[src/design/stsc_pkg.sv]
`timescale 1ns / 1ps

package stsc_pkg;

   // Text limits; positions and lengths saturate at the smaller of the two
   localparam int MAX_TEXT = 65536;
   localparam int POS_W = 16;
   localparam logic [POS_W-1:0] POS_LIMIT =
      (MAX_TEXT - 1 > 65535) ? 16'hFFFF : POS_W'(MAX_TEXT - 1);

   localparam int KIND_W = 6;
   localparam int VALUE_W = 63;
   localparam logic [VALUE_W-1:0] NUM_MAX = '1;

   // Keyword set
   localparam int KW_COUNT = 21;
   localparam int KW_MAX_LEN = 8;
   localparam logic [KW_COUNT-1:0] MASK_ALL = '1;

   // Result queue between scanner and output
   localparam int QUEUE_DEPTH = 4;
   localparam int QPTR_W = $clog2(QUEUE_DEPTH);
   localparam int QCNT_W = $clog2(QUEUE_DEPTH + 1);

   // Token kinds
   localparam logic [KIND_W-1:0] KIND_ERROR   = 6'd0;
   localparam logic [KIND_W-1:0] KIND_END     = 6'd1;
   localparam logic [KIND_W-1:0] KIND_IDENT   = 6'd2;
   localparam logic [KIND_W-1:0] KIND_NUMBER  = 6'd3;
   localparam logic [KIND_W-1:0] KIND_STRING  = 6'd4;
   localparam logic [KIND_W-1:0] KIND_COMMA   = 6'd5;
   localparam logic [KIND_W-1:0] KIND_LPAREN  = 6'd6;
   localparam logic [KIND_W-1:0] KIND_RPAREN  = 6'd7;
   localparam logic [KIND_W-1:0] KIND_PLUS    = 6'd8;
   localparam logic [KIND_W-1:0] KIND_MINUS   = 6'd9;
   localparam logic [KIND_W-1:0] KIND_STAR    = 6'd10;
   localparam logic [KIND_W-1:0] KIND_SLASH   = 6'd11;
   localparam logic [KIND_W-1:0] KIND_PERCENT = 6'd12;
   localparam logic [KIND_W-1:0] KIND_EQ      = 6'd13;
   localparam logic [KIND_W-1:0] KIND_LT      = 6'd14;
   localparam logic [KIND_W-1:0] KIND_LE      = 6'd15;
   localparam logic [KIND_W-1:0] KIND_GT      = 6'd16;
   localparam logic [KIND_W-1:0] KIND_GE      = 6'd17;
   localparam logic [KIND_W-1:0] KIND_NE      = 6'd18;
   localparam logic [KIND_W-1:0] KIND_KW_BASE = 6'd19;

   typedef struct packed {
      logic [KIND_W-1:0]  token_kind;
      logic [VALUE_W-1:0] number_value;
      logic [POS_W-1:0]   text_start;
      logic [POS_W-1:0]   text_length;
      logic               last;
   } token_type;

   // Up to two tokens produced by one character, oldest in tok_a
   typedef struct packed {
      logic [1:0] count;
      token_type  tok_a;
      token_type  tok_b;
   } token_pair_type;

   function automatic token_type token_make(input logic [KIND_W-1:0] kind,
                                            input logic [VALUE_W-1:0] value,
                                            input logic [POS_W-1:0] start,
                                            input logic [POS_W-1:0] length);
      token_type t;
      t.token_kind = kind;
      t.number_value = value;
      t.text_start = start;
      t.text_length = length;
      t.last = 1'b0;
      return t;
   endfunction

   function automatic logic [POS_W-1:0] sat_inc(input logic [POS_W-1:0] v);
      return (v < POS_LIMIT) ? v + POS_W'(1) : POS_LIMIT;
   endfunction

   // Keyword spellings, alphabetical; text is right-aligned in the word
   function automatic logic [8*KW_MAX_LEN-1:0] kw_text(input int k);
      logic [8*KW_MAX_LEN-1:0] w;
      case (k)
         0:       w = "all";
         1:       w = "and";
         2:       w = "create";
         3:       w = "delete";
         4:       w = "drop";
         5:       w = "from";
         6:       w = "in";
         7:       w = "insert";
         8:       w = "into";
         9:       w = "like";
         10:      w = "long";
         11:      w = "not";
         12:      w = "or";
         13:      w = "select";
         14:      w = "set";
         15:      w = "table";
         16:      w = "text";
         17:      w = "truncate";
         18:      w = "update";
         19:      w = "values";
         20:      w = "where";
         default: w = '0;
      endcase
      return w;
   endfunction

   function automatic logic [3:0] kw_len(input int k);
      logic [3:0] n;
      case (k)
         0, 1, 11, 14:          n = 4'd3;
         2, 3, 7, 13, 18, 19:   n = 4'd6;
         4, 5, 8, 9, 10, 16:    n = 4'd4;
         6, 12:                 n = 4'd2;
         15, 20:                n = 4'd5;
         17:                    n = 4'd8;
         default:               n = 4'd0;
      endcase
      return n;
   endfunction

   // Character i of keyword k, zero past its end
   function automatic logic [7:0] kw_char(input int k, input int i);
      logic [8*KW_MAX_LEN-1:0] w;
      int n;
      logic [7:0] ch;
      w = kw_text(k);
      n = int'(kw_len(k));
      ch = 8'h00;
      if (i < n) begin
         ch = w[8*(n-1-i) +: 8];
      end
      return ch;
   endfunction

endpackage

[src/design/stsc_front.sv]
`timescale 1ns / 1ps

module stsc_front (
   input  logic                    clock,
   input  logic                    reset,
   input  logic                    accept,
   input  logic [7:0]              char_code,
   input  logic                    first,
   output stsc_pkg::token_pair_type pair
);

   typedef enum logic [2:0] {
      ST_IDLE, ST_WORD, ST_STRING, ST_LT, ST_GT, ST_BANG, ST_NUMBER
   } state_type;

   typedef enum logic [4:0] {
      CL_LET, CL_DIG, CL_APO, CL_COMMA, CL_LBR, CL_RBR, CL_PLUS, CL_MINUS,
      CL_STAR, CL_SLASH, CL_PCT, CL_LT, CL_GT, CL_EQ, CL_BANG, CL_DELIM,
      CL_EOT, CL_OTHER
   } class_type;

   localparam int POS_W = stsc_pkg::POS_W;
   localparam int VALUE_W = stsc_pkg::VALUE_W;
   localparam int KW_COUNT = stsc_pkg::KW_COUNT;

   function automatic class_type classify(input logic [7:0] c);
      class_type cl;
      if ((c >= "A" && c <= "Z") || (c >= "a" && c <= "z") || c == "_") begin
         cl = CL_LET;
      end else if (c >= "0" && c <= "9") begin
         cl = CL_DIG;
      end else begin
         case (c)
            "'":                    cl = CL_APO;
            ",":                    cl = CL_COMMA;
            "(":                    cl = CL_LBR;
            ")":                    cl = CL_RBR;
            "+":                    cl = CL_PLUS;
            "-":                    cl = CL_MINUS;
            "*":                    cl = CL_STAR;
            "/":                    cl = CL_SLASH;
            "%":                    cl = CL_PCT;
            "<":                    cl = CL_LT;
            ">":                    cl = CL_GT;
            "=":                    cl = CL_EQ;
            "!":                    cl = CL_BANG;
            ";", 8'h00:             cl = CL_EOT;
            " ", 8'h09, 8'h0A, 8'h0D: cl = CL_DELIM;
            default:                cl = CL_OTHER;
         endcase
      end
      return cl;
   endfunction

   state_type              state_ff, state_in;
   logic [POS_W-1:0]       pos_ff, pos_in;
   logic [POS_W-1:0]       begin_ff, begin_in;
   logic [VALUE_W-1:0]     acc_ff, acc_in;
   logic [KW_COUNT-1:0]    mask_ff, mask_in;
   logic [POS_W-1:0]       len_ff, len_in;

   state_type              cur_state;
   logic [POS_W-1:0]       cur_pos, cur_begin, cur_len;
   logic [VALUE_W-1:0]     cur_acc;
   logic [KW_COUNT-1:0]    cur_mask;
   class_type              cls;
   logic [7:0]             lc;
   logic [3:0]             digit;
   logic [KW_COUNT-1:0]    word_hit, start_hit;
   logic [stsc_pkg::KIND_W-1:0] word_kind;
   logic [VALUE_W+3:0]     acc_x10d;
   logic                   acc_sat;
   logic                   emit_a, emit_b, do_idle;
   stsc_pkg::token_type    tok_a, tok_b;

   // Apply the restart flag, classify, and match keyword characters
   always_comb begin
      cur_state = first ? ST_IDLE : state_ff;
      cur_pos   = first ? '0 : pos_ff;
      cur_begin = first ? '0 : begin_ff;
      cur_len   = first ? '0 : len_ff;
      cur_acc   = first ? '0 : acc_ff;
      cur_mask  = first ? stsc_pkg::MASK_ALL : mask_ff;

      cls = classify(char_code);
      lc = (char_code >= "A" && char_code <= "Z") ? (char_code | 8'h20) : char_code;
      digit = char_code[3:0];

      for (int k = 0; k < KW_COUNT; k++) begin
         word_hit[k] = 1'b0;
         for (int i = 0; i < stsc_pkg::KW_MAX_LEN; i++) begin
            if (cur_len[2:0] == 3'(i)) begin
               word_hit[k] = (lc == stsc_pkg::kw_char(k, i));
            end
         end
         if (cur_len >= POS_W'(stsc_pkg::KW_MAX_LEN)) begin
            word_hit[k] = 1'b0;
         end
         start_hit[k] = (lc == stsc_pkg::kw_char(k, 0));
      end

      // First live keyword of the right length wins
      word_kind = stsc_pkg::KIND_IDENT;
      for (int k = KW_COUNT - 1; k >= 0; k--) begin
         if (cur_mask[k] && cur_len == POS_W'(stsc_pkg::kw_len(k))) begin
            word_kind = stsc_pkg::KIND_KW_BASE + stsc_pkg::KIND_W'(k);
         end
      end

      // Decimal accumulate: acc * 10 + digit, saturating
      acc_x10d = {1'b0, cur_acc, 3'b000} + {3'b000, cur_acc, 1'b0}
               + {{VALUE_W{1'b0}}, digit};
      acc_sat = |acc_x10d[VALUE_W+3:VALUE_W];
   end

   // Scan the character in the current state, then rescan from idle if it ended a token
   always_comb begin
      state_in = cur_state;
      begin_in = cur_begin;
      len_in = cur_len;
      acc_in = cur_acc;
      mask_in = cur_mask;
      emit_a = 1'b0;
      emit_b = 1'b0;
      do_idle = 1'b0;
      tok_a = stsc_pkg::token_make(stsc_pkg::KIND_ERROR, '0, '0, '0);
      tok_b = stsc_pkg::token_make(stsc_pkg::KIND_ERROR, '0, '0, '0);

      case (cur_state)
         ST_WORD: begin
            if (cls == CL_LET || cls == CL_DIG) begin
               mask_in = cur_mask & word_hit;
               len_in = stsc_pkg::sat_inc(cur_len);
            end else begin
               emit_a = 1'b1;
               tok_a = stsc_pkg::token_make(word_kind, '0, cur_begin, cur_len);
               do_idle = 1'b1;
            end
         end
         ST_STRING: begin
            if (cls == CL_APO) begin
               emit_a = 1'b1;
               tok_a = stsc_pkg::token_make(stsc_pkg::KIND_STRING, '0,
                                            cur_begin + POS_W'(1), cur_len);
               state_in = ST_IDLE;
            end else if (char_code == 8'h00) begin
               emit_a = 1'b1;
               tok_a = stsc_pkg::token_make(stsc_pkg::KIND_ERROR, '0, cur_pos,
                                            POS_W'(1));
               state_in = ST_IDLE;
            end else begin
               len_in = stsc_pkg::sat_inc(cur_len);
            end
         end
         ST_LT, ST_GT: begin
            emit_a = 1'b1;
            if (cls == CL_EQ) begin
               tok_a = stsc_pkg::token_make((cur_state == ST_LT) ? stsc_pkg::KIND_LE
                                            : stsc_pkg::KIND_GE, '0, cur_begin,
                                            POS_W'(2));
               state_in = ST_IDLE;
            end else begin
               tok_a = stsc_pkg::token_make((cur_state == ST_LT) ? stsc_pkg::KIND_LT
                                            : stsc_pkg::KIND_GT, '0, cur_begin,
                                            POS_W'(1));
               do_idle = 1'b1;
            end
         end
         ST_BANG: begin
            emit_a = 1'b1;
            if (cls == CL_EQ) begin
               tok_a = stsc_pkg::token_make(stsc_pkg::KIND_NE, '0, cur_begin,
                                            POS_W'(2));
            end else begin
               tok_a = stsc_pkg::token_make(stsc_pkg::KIND_ERROR, '0, cur_pos,
                                            POS_W'(1));
            end
            state_in = ST_IDLE;
         end
         ST_NUMBER: begin
            if (cls == CL_DIG) begin
               acc_in = acc_sat ? stsc_pkg::NUM_MAX : acc_x10d[VALUE_W-1:0];
               len_in = stsc_pkg::sat_inc(cur_len);
            end else begin
               emit_a = 1'b1;
               tok_a = stsc_pkg::token_make(stsc_pkg::KIND_NUMBER, cur_acc,
                                            cur_begin, cur_len);
               do_idle = 1'b1;
            end
         end
         default: begin
            do_idle = 1'b1;
         end
      endcase

      // Idle pass: start a token, skip a delimiter, or emit a one-character result
      if (do_idle) begin
         state_in = ST_IDLE;
         case (cls)
            CL_LET: begin
               begin_in = cur_pos;
               acc_in = '0;
               mask_in = start_hit;
               len_in = POS_W'(1);
               state_in = ST_WORD;
            end
            CL_APO, CL_LT, CL_GT, CL_BANG: begin
               begin_in = cur_pos;
               acc_in = '0;
               mask_in = stsc_pkg::MASK_ALL;
               len_in = '0;
               case (cls)
                  CL_APO:  state_in = ST_STRING;
                  CL_LT:   state_in = ST_LT;
                  CL_GT:   state_in = ST_GT;
                  default: state_in = ST_BANG;
               endcase
            end
            CL_DIG: begin
               begin_in = cur_pos;
               acc_in = VALUE_W'(digit);
               mask_in = stsc_pkg::MASK_ALL;
               len_in = POS_W'(1);
               state_in = ST_NUMBER;
            end
            CL_COMMA: begin
               emit_b = 1'b1;
               tok_b = stsc_pkg::token_make(stsc_pkg::KIND_COMMA, '0, cur_pos, POS_W'(1));
            end
            CL_LBR: begin
               emit_b = 1'b1;
               tok_b = stsc_pkg::token_make(stsc_pkg::KIND_LPAREN, '0, cur_pos, POS_W'(1));
            end
            CL_RBR: begin
               emit_b = 1'b1;
               tok_b = stsc_pkg::token_make(stsc_pkg::KIND_RPAREN, '0, cur_pos, POS_W'(1));
            end
            CL_PLUS: begin
               emit_b = 1'b1;
               tok_b = stsc_pkg::token_make(stsc_pkg::KIND_PLUS, '0, cur_pos, POS_W'(1));
            end
            CL_MINUS: begin
               emit_b = 1'b1;
               tok_b = stsc_pkg::token_make(stsc_pkg::KIND_MINUS, '0, cur_pos, POS_W'(1));
            end
            CL_STAR: begin
               emit_b = 1'b1;
               tok_b = stsc_pkg::token_make(stsc_pkg::KIND_STAR, '0, cur_pos, POS_W'(1));
            end
            CL_SLASH: begin
               emit_b = 1'b1;
               tok_b = stsc_pkg::token_make(stsc_pkg::KIND_SLASH, '0, cur_pos, POS_W'(1));
            end
            CL_PCT: begin
               emit_b = 1'b1;
               tok_b = stsc_pkg::token_make(stsc_pkg::KIND_PERCENT, '0, cur_pos,
                                            POS_W'(1));
            end
            CL_EQ: begin
               emit_b = 1'b1;
               tok_b = stsc_pkg::token_make(stsc_pkg::KIND_EQ, '0, cur_pos, POS_W'(1));
            end
            CL_DELIM: begin
               emit_b = 1'b0;
            end
            CL_EOT: begin
               emit_b = 1'b1;
               tok_b = stsc_pkg::token_make(stsc_pkg::KIND_END, '0, cur_pos, '0);
            end
            default: begin
               emit_b = 1'b1;
               tok_b = stsc_pkg::token_make(stsc_pkg::KIND_ERROR, '0, cur_pos, POS_W'(1));
            end
         endcase
      end

      pos_in = stsc_pkg::sat_inc(cur_pos);
   end

   // Pack the tokens in order and mark the final one
   always_comb begin
      pair.count = accept ? (2'(emit_a) + 2'(emit_b)) : 2'd0;
      pair.tok_a = emit_a ? tok_a : tok_b;
      pair.tok_a.last = !(emit_a && emit_b);
      pair.tok_b = tok_b;
      pair.tok_b.last = 1'b1;
   end

   // Hold scanner state; advance on each accepted item
   always_ff @(posedge clock) begin
      if (reset) begin
         state_ff <= ST_IDLE;
         pos_ff <= '0;
         begin_ff <= '0;
         len_ff <= '0;
         acc_ff <= '0;
         mask_ff <= stsc_pkg::MASK_ALL;
      end else if (accept) begin
         state_ff <= state_in;
         pos_ff <= pos_in;
         begin_ff <= begin_in;
         len_ff <= len_in;
         acc_ff <= acc_in;
         mask_ff <= mask_in;
      end
   end

endmodule

[src/design/stsc_queue.sv]
`timescale 1ns / 1ps

module stsc_queue (
   input  logic                     clock,
   input  logic                     reset,
   input  stsc_pkg::token_pair_type wr_pair,
   input  logic                     pop,
   output stsc_pkg::token_type      head,
   output logic                     full,
   output logic                     empty
);

   localparam int QPTR_W = stsc_pkg::QPTR_W;
   localparam int QCNT_W = stsc_pkg::QCNT_W;

   stsc_pkg::token_type mem_ff [stsc_pkg::QUEUE_DEPTH];
   logic [QPTR_W-1:0]   wr_ptr_ff, wr_ptr_in;
   logic [QPTR_W-1:0]   rd_ptr_ff, rd_ptr_in;
   logic [QCNT_W-1:0]   count_ff, count_in;
   logic                pop_ok;

   // Room for two tokens is needed before a new item can enter
   assign full  = count_ff > QCNT_W'(stsc_pkg::QUEUE_DEPTH - 2);
   assign empty = count_ff == '0;
   assign head  = mem_ff[rd_ptr_ff];
   assign pop_ok = pop && !empty;

   always_comb begin
      wr_ptr_in = wr_ptr_ff + QPTR_W'(wr_pair.count);
      rd_ptr_in = rd_ptr_ff + QPTR_W'(pop_ok);
      count_in  = count_ff + QCNT_W'(wr_pair.count) - QCNT_W'(pop_ok);
   end

   // Advance pointers and occupancy
   always_ff @(posedge clock) begin
      if (reset) begin
         wr_ptr_ff <= '0;
         rd_ptr_ff <= '0;
         count_ff <= '0;
      end else begin
         wr_ptr_ff <= wr_ptr_in;
         rd_ptr_ff <= rd_ptr_in;
         count_ff <= count_in;
      end
   end

   // Store up to two tokens per cycle
   always_ff @(posedge clock) begin
      if (wr_pair.count != 2'd0) begin
         mem_ff[wr_ptr_ff] <= wr_pair.tok_a;
      end
      if (wr_pair.count == 2'd2) begin
         mem_ff[wr_ptr_ff + QPTR_W'(1)] <= wr_pair.tok_b;
      end
   end

endmodule

[src/design/sql_token_scanner.sv]
`timescale 1ns / 1ps

// SQL token scanner: one character per item in, tokens out.
// Input channel: char on req_char_code with req_first, pushed with push while
// full is low. req_first restarts the scanner and the position counter.
// Result channel: while empty is low the oldest token is on the rsp_ ports and
// is taken with pop. One character gives zero, one or two tokens; rsp_last
// marks the final token a character produced.
// Latency: a token is queued the cycle after its character is accepted.
// Throughput: one character per cycle while full is low. The scanner registers
// its state and writes its tokens into a four-entry queue; a character
// that closes one token and emits another writes two entries, so a steady
// stream of such characters runs at the one-token-per-cycle rate of the pop
// side.
// Stall: when the receiver stops popping, the queue fills and full rises once
// fewer than two entries are free; the scanner holds its state meanwhile.
// Reset: synchronous; the scanner returns to idle at position 0 and the queue
// empties. No clearing pass is needed.
module sql_token_scanner (
   input  logic        clock,
   input  logic        reset,
   input  logic        push,
   output logic        full,
   input  logic [7:0]  req_char_code,
   input  logic        req_first,
   output logic        empty,
   input  logic        pop,
   output logic [5:0]  rsp_token_kind,
   output logic [62:0] rsp_number_value,
   output logic [15:0] rsp_text_start,
   output logic [15:0] rsp_text_length,
   output logic        rsp_last
);

   logic                     accept;
   stsc_pkg::token_pair_type pair;
   stsc_pkg::token_type      head;

   assign accept = push && !full;

   // Scan the character and produce its tokens
   stsc_front u_front (
      .clock     (clock),
      .reset     (reset),
      .accept    (accept),
      .char_code (req_char_code),
      .first     (req_first),
      .pair      (pair)
   );

   // Buffer tokens toward the result side
   stsc_queue u_queue (
      .clock   (clock),
      .reset   (reset),
      .wr_pair (pair),
      .pop     (pop),
      .head    (head),
      .full    (full),
      .empty   (empty)
   );

   assign rsp_token_kind   = head.token_kind;
   assign rsp_number_value = head.number_value;
   assign rsp_text_start   = head.text_start;
   assign rsp_text_length  = head.text_length;
   assign rsp_last         = head.last;

endmodule
[config.mk]
export PLATFORM = sky130hd
export DESIGN_NAME = sql_token_scanner
export DESIGN_NICKNAME = d
export VERILOG_FILES = /design/src/design/stsc_pkg.sv /design/src/design/stsc_front.sv /design/src/design/stsc_queue.sv /design/src/design/sql_token_scanner.sv
export SDC_FILE = /design/constraint.sdc
export NUM_CORES = 2
export LEC_CHECK = 0
export BUFFER_PORTS_ARGS = -buffer_cell sky130_fd_sc_hd__clkbuf_2
export CORE_MARGIN = 2
export CORE_UTILIZATION = 60
export CTS_CLUSTER_DIAMETER = 50
export DETAILED_ROUTE_END_ITERATION = 12
export GPL_TIMING_DRIVEN = 0
export PLACE_DENSITY = 0.79
export RECOVER_POWER = 25
export SLEW_MARGIN = 15
export SYNTH_ARGS = -nofsm -noshare
export SYNTH_HDL_FRONTEND = slang
export SYNTH_SLANG_ARGS = --single-unit
[constraint.sdc]
create_clock -name clock -period 8.1 [get_ports clock]
set_input_delay 1.62 -clock clock [delete_from_list [all_inputs] [get_ports clock]]
set_output_delay 1.62 -clock clock [all_outputs]
set_load 0.01 [all_outputs]
* Word level (Yosys, flattened, before mapping)
Memories as Yosys holds them, arrays and structs flattened. A register that Yosys moved wholly into a read port is not among the register bits. Cells that the tools add are included.
Word-level totals: register bits after elaboration 142, bits in writable memories 408, memory bits (read-only) 320, input port bits 13, output and inout bits 104, word-level logic and storage cells 1432, memories 2
Memories:
- u_queue.mem_ff | words 4, width 102, rd ports 1, clocked after memory_dff 1, wr ports 2, RTL line stsc_queue.sv:16 | stsc_pkg::token_type mem_ff [stsc_pkg::QUEUE_DEPTH];
- (name not given) | words 64, width 5, rd ports 1, clocked after memory_dff 0, wr ports 0, RTL line stsc_front.sv:33 | case (c)
Operators by class: $add $sub $neg 101, magnitude comparators 58, equal/unequal tests 218, shift operators 168, mux-type cells 826, bitwise logic cells 1, reduce and logical (&&, ||, !) cells 49
Operators with widths (number):
- 64-bit 2-to-1 mux | 168
- 64-bit by 32-bit indexed part select with 8-bit output | 148
- 8-bit 2-to-1 mux | 336
- 8-bit == test | 168
- 100-bit case mux with 11 select lines | 1
- 64-bit by 8-bit indexed part select with 8-bit output | 14
- 29-bit by 4-bit subtractor with 29-bit output, second input constant | 19
- 102-bit 2-to-1 mux | 5
- 102-bit case mux with 5 select lines | 1
- 64-bit by 9-bit indexed part select with 8-bit output | 6
- 63-bit 2-to-1 mux | 5
- 4-bit by 1-bit subtractor with 5-bit output, second input constant | 48
- 29-bit by 3-bit subtractor with 29-bit output, second input constant | 8
- 1-bit 2-to-1 mux | 200
- 16-bit 2-to-1 mux | 12
- 4-bit 2-to-1 mux | 48
- 29-bit by 2-bit subtractor with 29-bit output, second input constant | 6
- 6-bit 2-to-1 mux | 22
- 63-bit case mux with 2 select lines | 1
- 8-bit by 7-bit == test with 1-bit output, second input constant | 14
- 101-bit 2-to-1 mux | 1
- 98-bit 2-to-1 mux | 1
- 3-bit by 4-bit less-than comparator with 1-bit output, first input constant | 24
- 21-bit 2-to-1 mux | 4
- other kinds (56) | 161

* Longest topological paths before layout
depth in word-level cells 27, gate-level depth with buffers 23, depth with buffers taken out 18

* Cells and area by module
From an unflattened synthesis, not the netlist that was laid out.
Unflattened totals: cells, all modules 3298, area total of the unflattened synthesis 36138.4 sq um
Modules (own cells, without submodules):
- stsc_queue | times used 1, cells an instance 1031, area each 20051.7 sq um, seq. area each 12391.9 sq um
- stsc_front | times used 1, cells an instance 2266, area each 16072.9 sq um, seq. area each 2702.6 sq um
- sql_token_scanner | times used 1, cells an instance 1, area each 13.8 sq um, seq. area each 0.0 sq um

* Worst setup path after synthesis
No wires, ideal clock.
path kind input port to flip-flop, start point in req_first, end point reg u_front.acc_ff[24], setup time 0.121 ns, data arrival time 6.735 ns, data required time 7.979 ns, path slack 1.244 ns, stages 23, buffers on the path 9, path through clkbuf_1 clkbuf_1 clkbuf_1 buf_1 clkbuf_1 clkbuf_1 nor2b_1 ha_1 ha_1 clkbuf_1 a21oi_1 o21ai_0 a31o_2 or3_4 nand3_2 a31oi_2 a32o_1 a2111o_1 a2111o_1 buf_2 buf_2 o221ai_1 nand2_1
Between the ends: word-level cells in the longest chain between the ends 9, elaborated cells between the ends (all ways) 19, classes of those cells add/sub (2); eq/ne (6); mux (8); reduce/logical (3)
RTL lines:
- start: declaration | RTL line sql_token_scanner.sv:25 | input logic req_first,
- 63-bit 2-to-1 mux | RTL line stsc_front.sv:82 | cur_acc = first ? '0 : acc_ff;
- 66-bit by 64-bit adder with 67-bit output | RTL line stsc_front.sv:111 | acc_x10d = {1'b0, cur_acc, 3'b000} + {3'b000, cur_acc, 1'b0}
- 67-bit by 4-bit adder with 67-bit output | RTL line stsc_front.sv:112 | + {{VALUE_W{1'b0}}, digit};
- 4-bit OR reduction | RTL line stsc_front.sv:113 | acc_sat = |acc_x10d[VALUE_W+3:VALUE_W];
- 63-bit 2-to-1 mux | RTL line stsc_front.sv:182 | acc_in = acc_sat ? stsc_pkg::NUM_MAX : acc_x10d[VALUE_W-1:0];
- 63-bit 2-to-1 mux | RTL line stsc_front.sv:181 | if (cls == CL_DIG) begin
- 63-bit 2-to-1 mux | RTL line stsc_front.sv:129 | case (cur_state)
- 63-bit case mux with 2 select lines | RTL line stsc_front.sv:199 | case (cls)
- 63-bit 2-to-1 mux * | RTL line stsc_front.sv:197 | if (do_idle) begin
- end signal: assignment | RTL line stsc_front.sv:303 | acc_ff <= acc_in;
- end: declaration | RTL line stsc_front.sv:58 | logic [VALUE_W-1:0] acc_ff, acc_in;
Mark *: on every way between the ends. The rest lies on a longest branch, timed or not. A chain may end at the register's enable or synchronous reset.

==> results.yml <==
timing:
  slew-limit-headroom_pct: -4.680
  max_freq_ghz: 0.1265
  min_period_over_period_pct: 97.59
  finalCriticalPeriod_ps: 7905
  clock_skew_ps: 23.35
  final_hold_violations: 0
  worstMarginPinSlew_ps: 1550
  fin_setup_tns_ps: 0
  setup_viol: 0
  drv_slew: 9
synth:
  mappedNetlistArea_um2: 31100
  synth_cells: 3601
  postSynthAreaPerCell_um2: 8.636
  syn-num-nets: 3763
  synth_common_cells: "663 x nand2_1, 466 x dfxtp_1, 414 x o21ai_0, 206 x nor2_1, 202 x a21oi_1"
  asyncSetResetFlopFracSynth_pct: 0
  synthesis.yosys.warnings: 0
  synth_seq_area_share_pct: 38.11
  netlist.top_cell.by_area: "dfxtp_1"
  synth.top_cell.area_share_pct: 30.00
  synth-main-ff-cell: "dfxtp_1"
  leading_cell_type_by_number_of_instances_after_synthesis: "nand2_1"
  number_of_enable_type_register_cells_in_the_synthesized_netlist: 84
  number_of_distinct_library_cells_after_synthesis: 109
  synth_area_leaders: "dfxtp_1 30%, edfxtp_1 8.1%, nand2_1 8.0%"
  number_of_synthesized_register_bits: 550
status:
  violations_in_the_final_reports: "max-capacitance violations, max-slew violations"
  outcome: "complete, but fails checks"
floorplanning:
  die_w_um: 231.7
  core-area_um2: 51300
  start_util_pct: 60.62
  num_io_pins: 117
  floorplan.rows: 83
  fp.dieH_um: 231.7
  die_area_um2: 53670
placement:
  gp_congestion: 1.021
  placed_cells: 4395
  quantity_of_i_o_buffers_inserted_on_ports: 114
  hpwl_mm: 74.09
critical_path:
  setup_slack_of_the_worst_register_to_register_path_ps: 2480
  slowest_stage: "inv_1"
  timing.critical_path.to: "u_queue.mem_ff[2][25]"
  worst_r2r_path_depth: 13
  timing.critical_path.fanout_max: 22
  crit-reg2reg-launch: "u_front.state_ff[1]"
  worstSetupStartpoint: "req_char_code[0]"
  critical_path_class: "in2reg"
  endpoint_kind: "register"
  critPathRequiredTime_ps: 8340
  worstSetupPathDepth: 17
  crit_path_cell_trace: "clkbuf_2, inv_1, ha_1, clkbuf_1, a221oi_1, o41ai_1, o21ai_0, clkbuf_1, o21ai_1, o211ai_2, nor2_1, ha_1, clkbuf_1, o21ai_1, nor2_1, nor2_2, inv_1"
  cp_top_family: "buffers and inverters"
  critPathMaxStageDelay_ps: 860
  timing.critical_path.buf_inv: 6
  timing.critical_path.from_type: "primary input"
  critical-path-top-cell-by-count: "clkbuf_1"
  regToRegEndpoint: "u_queue.mem_ff[2][25]"
  worst_ep_arrival_time_ps: 8140
clock_network:
  post_cts_hold_buffer_count: 0
  clkSlewWorstSetupHoldPaths_ps: 60
  numCtsBuffers: 67
  clock_path_buffers: 3
  clock_net_sink_count: 550
  cts_max_level: 3
  clock_insertion_delay_worst_skew_ps: 620
  cts_tree: "yes"
  clock_tree.root_cell: "clkbuf_16"
pwr:
  finalPower_uw: 7227
  p_leak_uw: 0.01286
  max-vdd-ir-drop_v: 0.0001522
  pwr_cell_area_nw_per_um2: 208.9
cells_and_area:
  design.final.nets: 3946
  antenna-diode-count: 0
  finish.utilization_pct: 67.45
  post_layout_nonfiller_instances: 4511
  area_growth_syn_to_layout_pct: 11.26
  layout_cell_share_with_drive_strength_beyond_1_pct: 8.483
  nFillCells: 4224
global_routing:
  globalRouteOverflowTotal: 0
  grt_pass1_vias: 27880
  grt_usage_pct: 37.79
  grt_antenna_before_repair: 0
  wire_length_of_the_first_global_routing_pass_mm: 158.7
  grt_max_degree: 23
detailed_routing:
  drt_pre_antenna_iters: 6
  drc: 0
  post_drt_wl_per_cell_um: 22.84
  vias_after_detailed_routing: 30290
  avgViaCountPerCell: 6.716
  detail-route-antenna-nets: 0
  drt_first_iter_violations: 3887
  routed_wirelength_mm: 103.0
min_path:
  hold_path.startpoint: "u_front.acc_ff[29]"
  hold_path.class: "reg2reg"
job:
  maxCapViolations: 1
==> per-stage QoR <==
stage / hold WS [ps] / setup slack, ps / area (um^2)
after floorplan: 407.6 / 1244 / 31100
after global placement: 416.1 / -1403 / 32520
after detailed placement: 421.1 / -1336 / 32540
after CTS: 430.8 / 42.59 / 34730
after global routing: 443.9 / -15.90 / 34600
final: 429.4 / 195.5 / 34600
==> registers in the layout (all words and copies together), names as in the netlist <==
| signal | cells |
|---|---|
| u_front.acc_ff | 63 |
| u_front.begin_ff | 16 |
| u_front.len_ff | 16 |
| u_front.mask_ff | 21 |
| u_front.pos_ff | 16 |
| u_front.state_ff | 3 |
| u_queue.count_ff | 3 |
| u_queue.mem_ff | 408 |
| u_queue.rd_ptr_ff | 2 |
| u_queue.wr_ptr_ff | 2 |
==> metal layers <==
| metal | share of wire [%] | up-vias | GRT usage (%) |
|---|---|---|---|
| li1 | - | 13640 | - |
| met1 | 42 | 14350 | 54.21 |
| met2 | 42 | 2008 | 55.39 |
| met3 | 12 | 299 | 8.182 |
| met4 | 3.8 | 0 | 15.10 |
| met5 | 0 | - | 0 |
==> worst register-to-register path, delay by kind of cell (launching register included) <==
family	cells	cell delay, ps
fa+ha+maj	1	390
simple gates	5	2270
buf+inv	4	1500
compound gates	3	770
flops	1	310
==> layout make-up <==
| class | count | area (um^2) | share of cell area [%] |
|---|---|---|---|
| Buffer | 259 | 1032 | 2.983 |
| Clock buffer | 86 | 1891 | 5.464 |
| Clock inverter | 30 | 281.5 | 0.8136 |
| Inverter | 43 | 168.9 | 0.4881 |
| Multi-Input combinational cell | 2748 | 18070 | 52.22 |
| Sequential cell | 550 | 11850 | 34.25 |
| Tap cell | 680 | 850.8 | 2.459 |
| Timing Repair Buffer | 114 | 451.7 | 1.305 |
| Timing Repair inverter | 1 | 7.507 | 0.02170 |
==> layout by cell type, fill, tap and decap left out, types with 19 or more instances in the layout <==
cell,instances
xor2_1,26
and3_1,33
and2_1,20
buf_2,22
edfxtp_1,84
o21ai_1,30
ha_1,146
nand4_1,28
o221ai_1,61
a31oi_1,37
clkbuf_1,308
mux4_2,102
a22oi_1,28
a22o_1,22
a21oi_1,203
a211oi_1,30
nor2_1,202
nand2_1,663
o21ai_0,419
inv_1,37
nor2b_1,98
o21bai_1,19
buf_1,20
a21o_1,40
xnor2_1,40
o22ai_1,44
clkbuf_2,24
nor3_1,69
clkbuf_16,69
nand3_1,47
dfxtp_1,466
nand2b_1,26
a32o_1,38
==> worst min-delay path by stage <==
stage,endpoint,slack (ps),cells after the start
final,u_front.acc_ff[29],430,2
after global routing,u_front.acc_ff[18],440,2
after CTS,u_front.acc_ff[19],430,2
after detailed placement,u_front.acc_ff[28],420,2
after global placement,u_front.acc_ff[34],420,2
after floorplan,u_front.acc_ff[15],410,2
==> logic make-up after synthesis <==
kind of cell	share of synthesized area, %
buffers and inverters	3.874
xor gates and xnor gates	1.859
muxes	7.560
DFF	38.11
AOI/OAI and AO/OA	23.83
and+or+nand+nor	18.70
adders and majority gates	6.067
==> where the power goes <==
part	switching [uW]	internal, uW
sequential	46.3	2860
combinational	947	408
clock	1260	1710
total	2250	4970
==> repair_timing <==
action | in CTS | in global routing
buffers inserted | 0 | 0
gates cloned | 0 | 1
setup endpoints to repair | 63 | 152
resized for setup | 5 | 9
(Power assumes the default switching activity.)
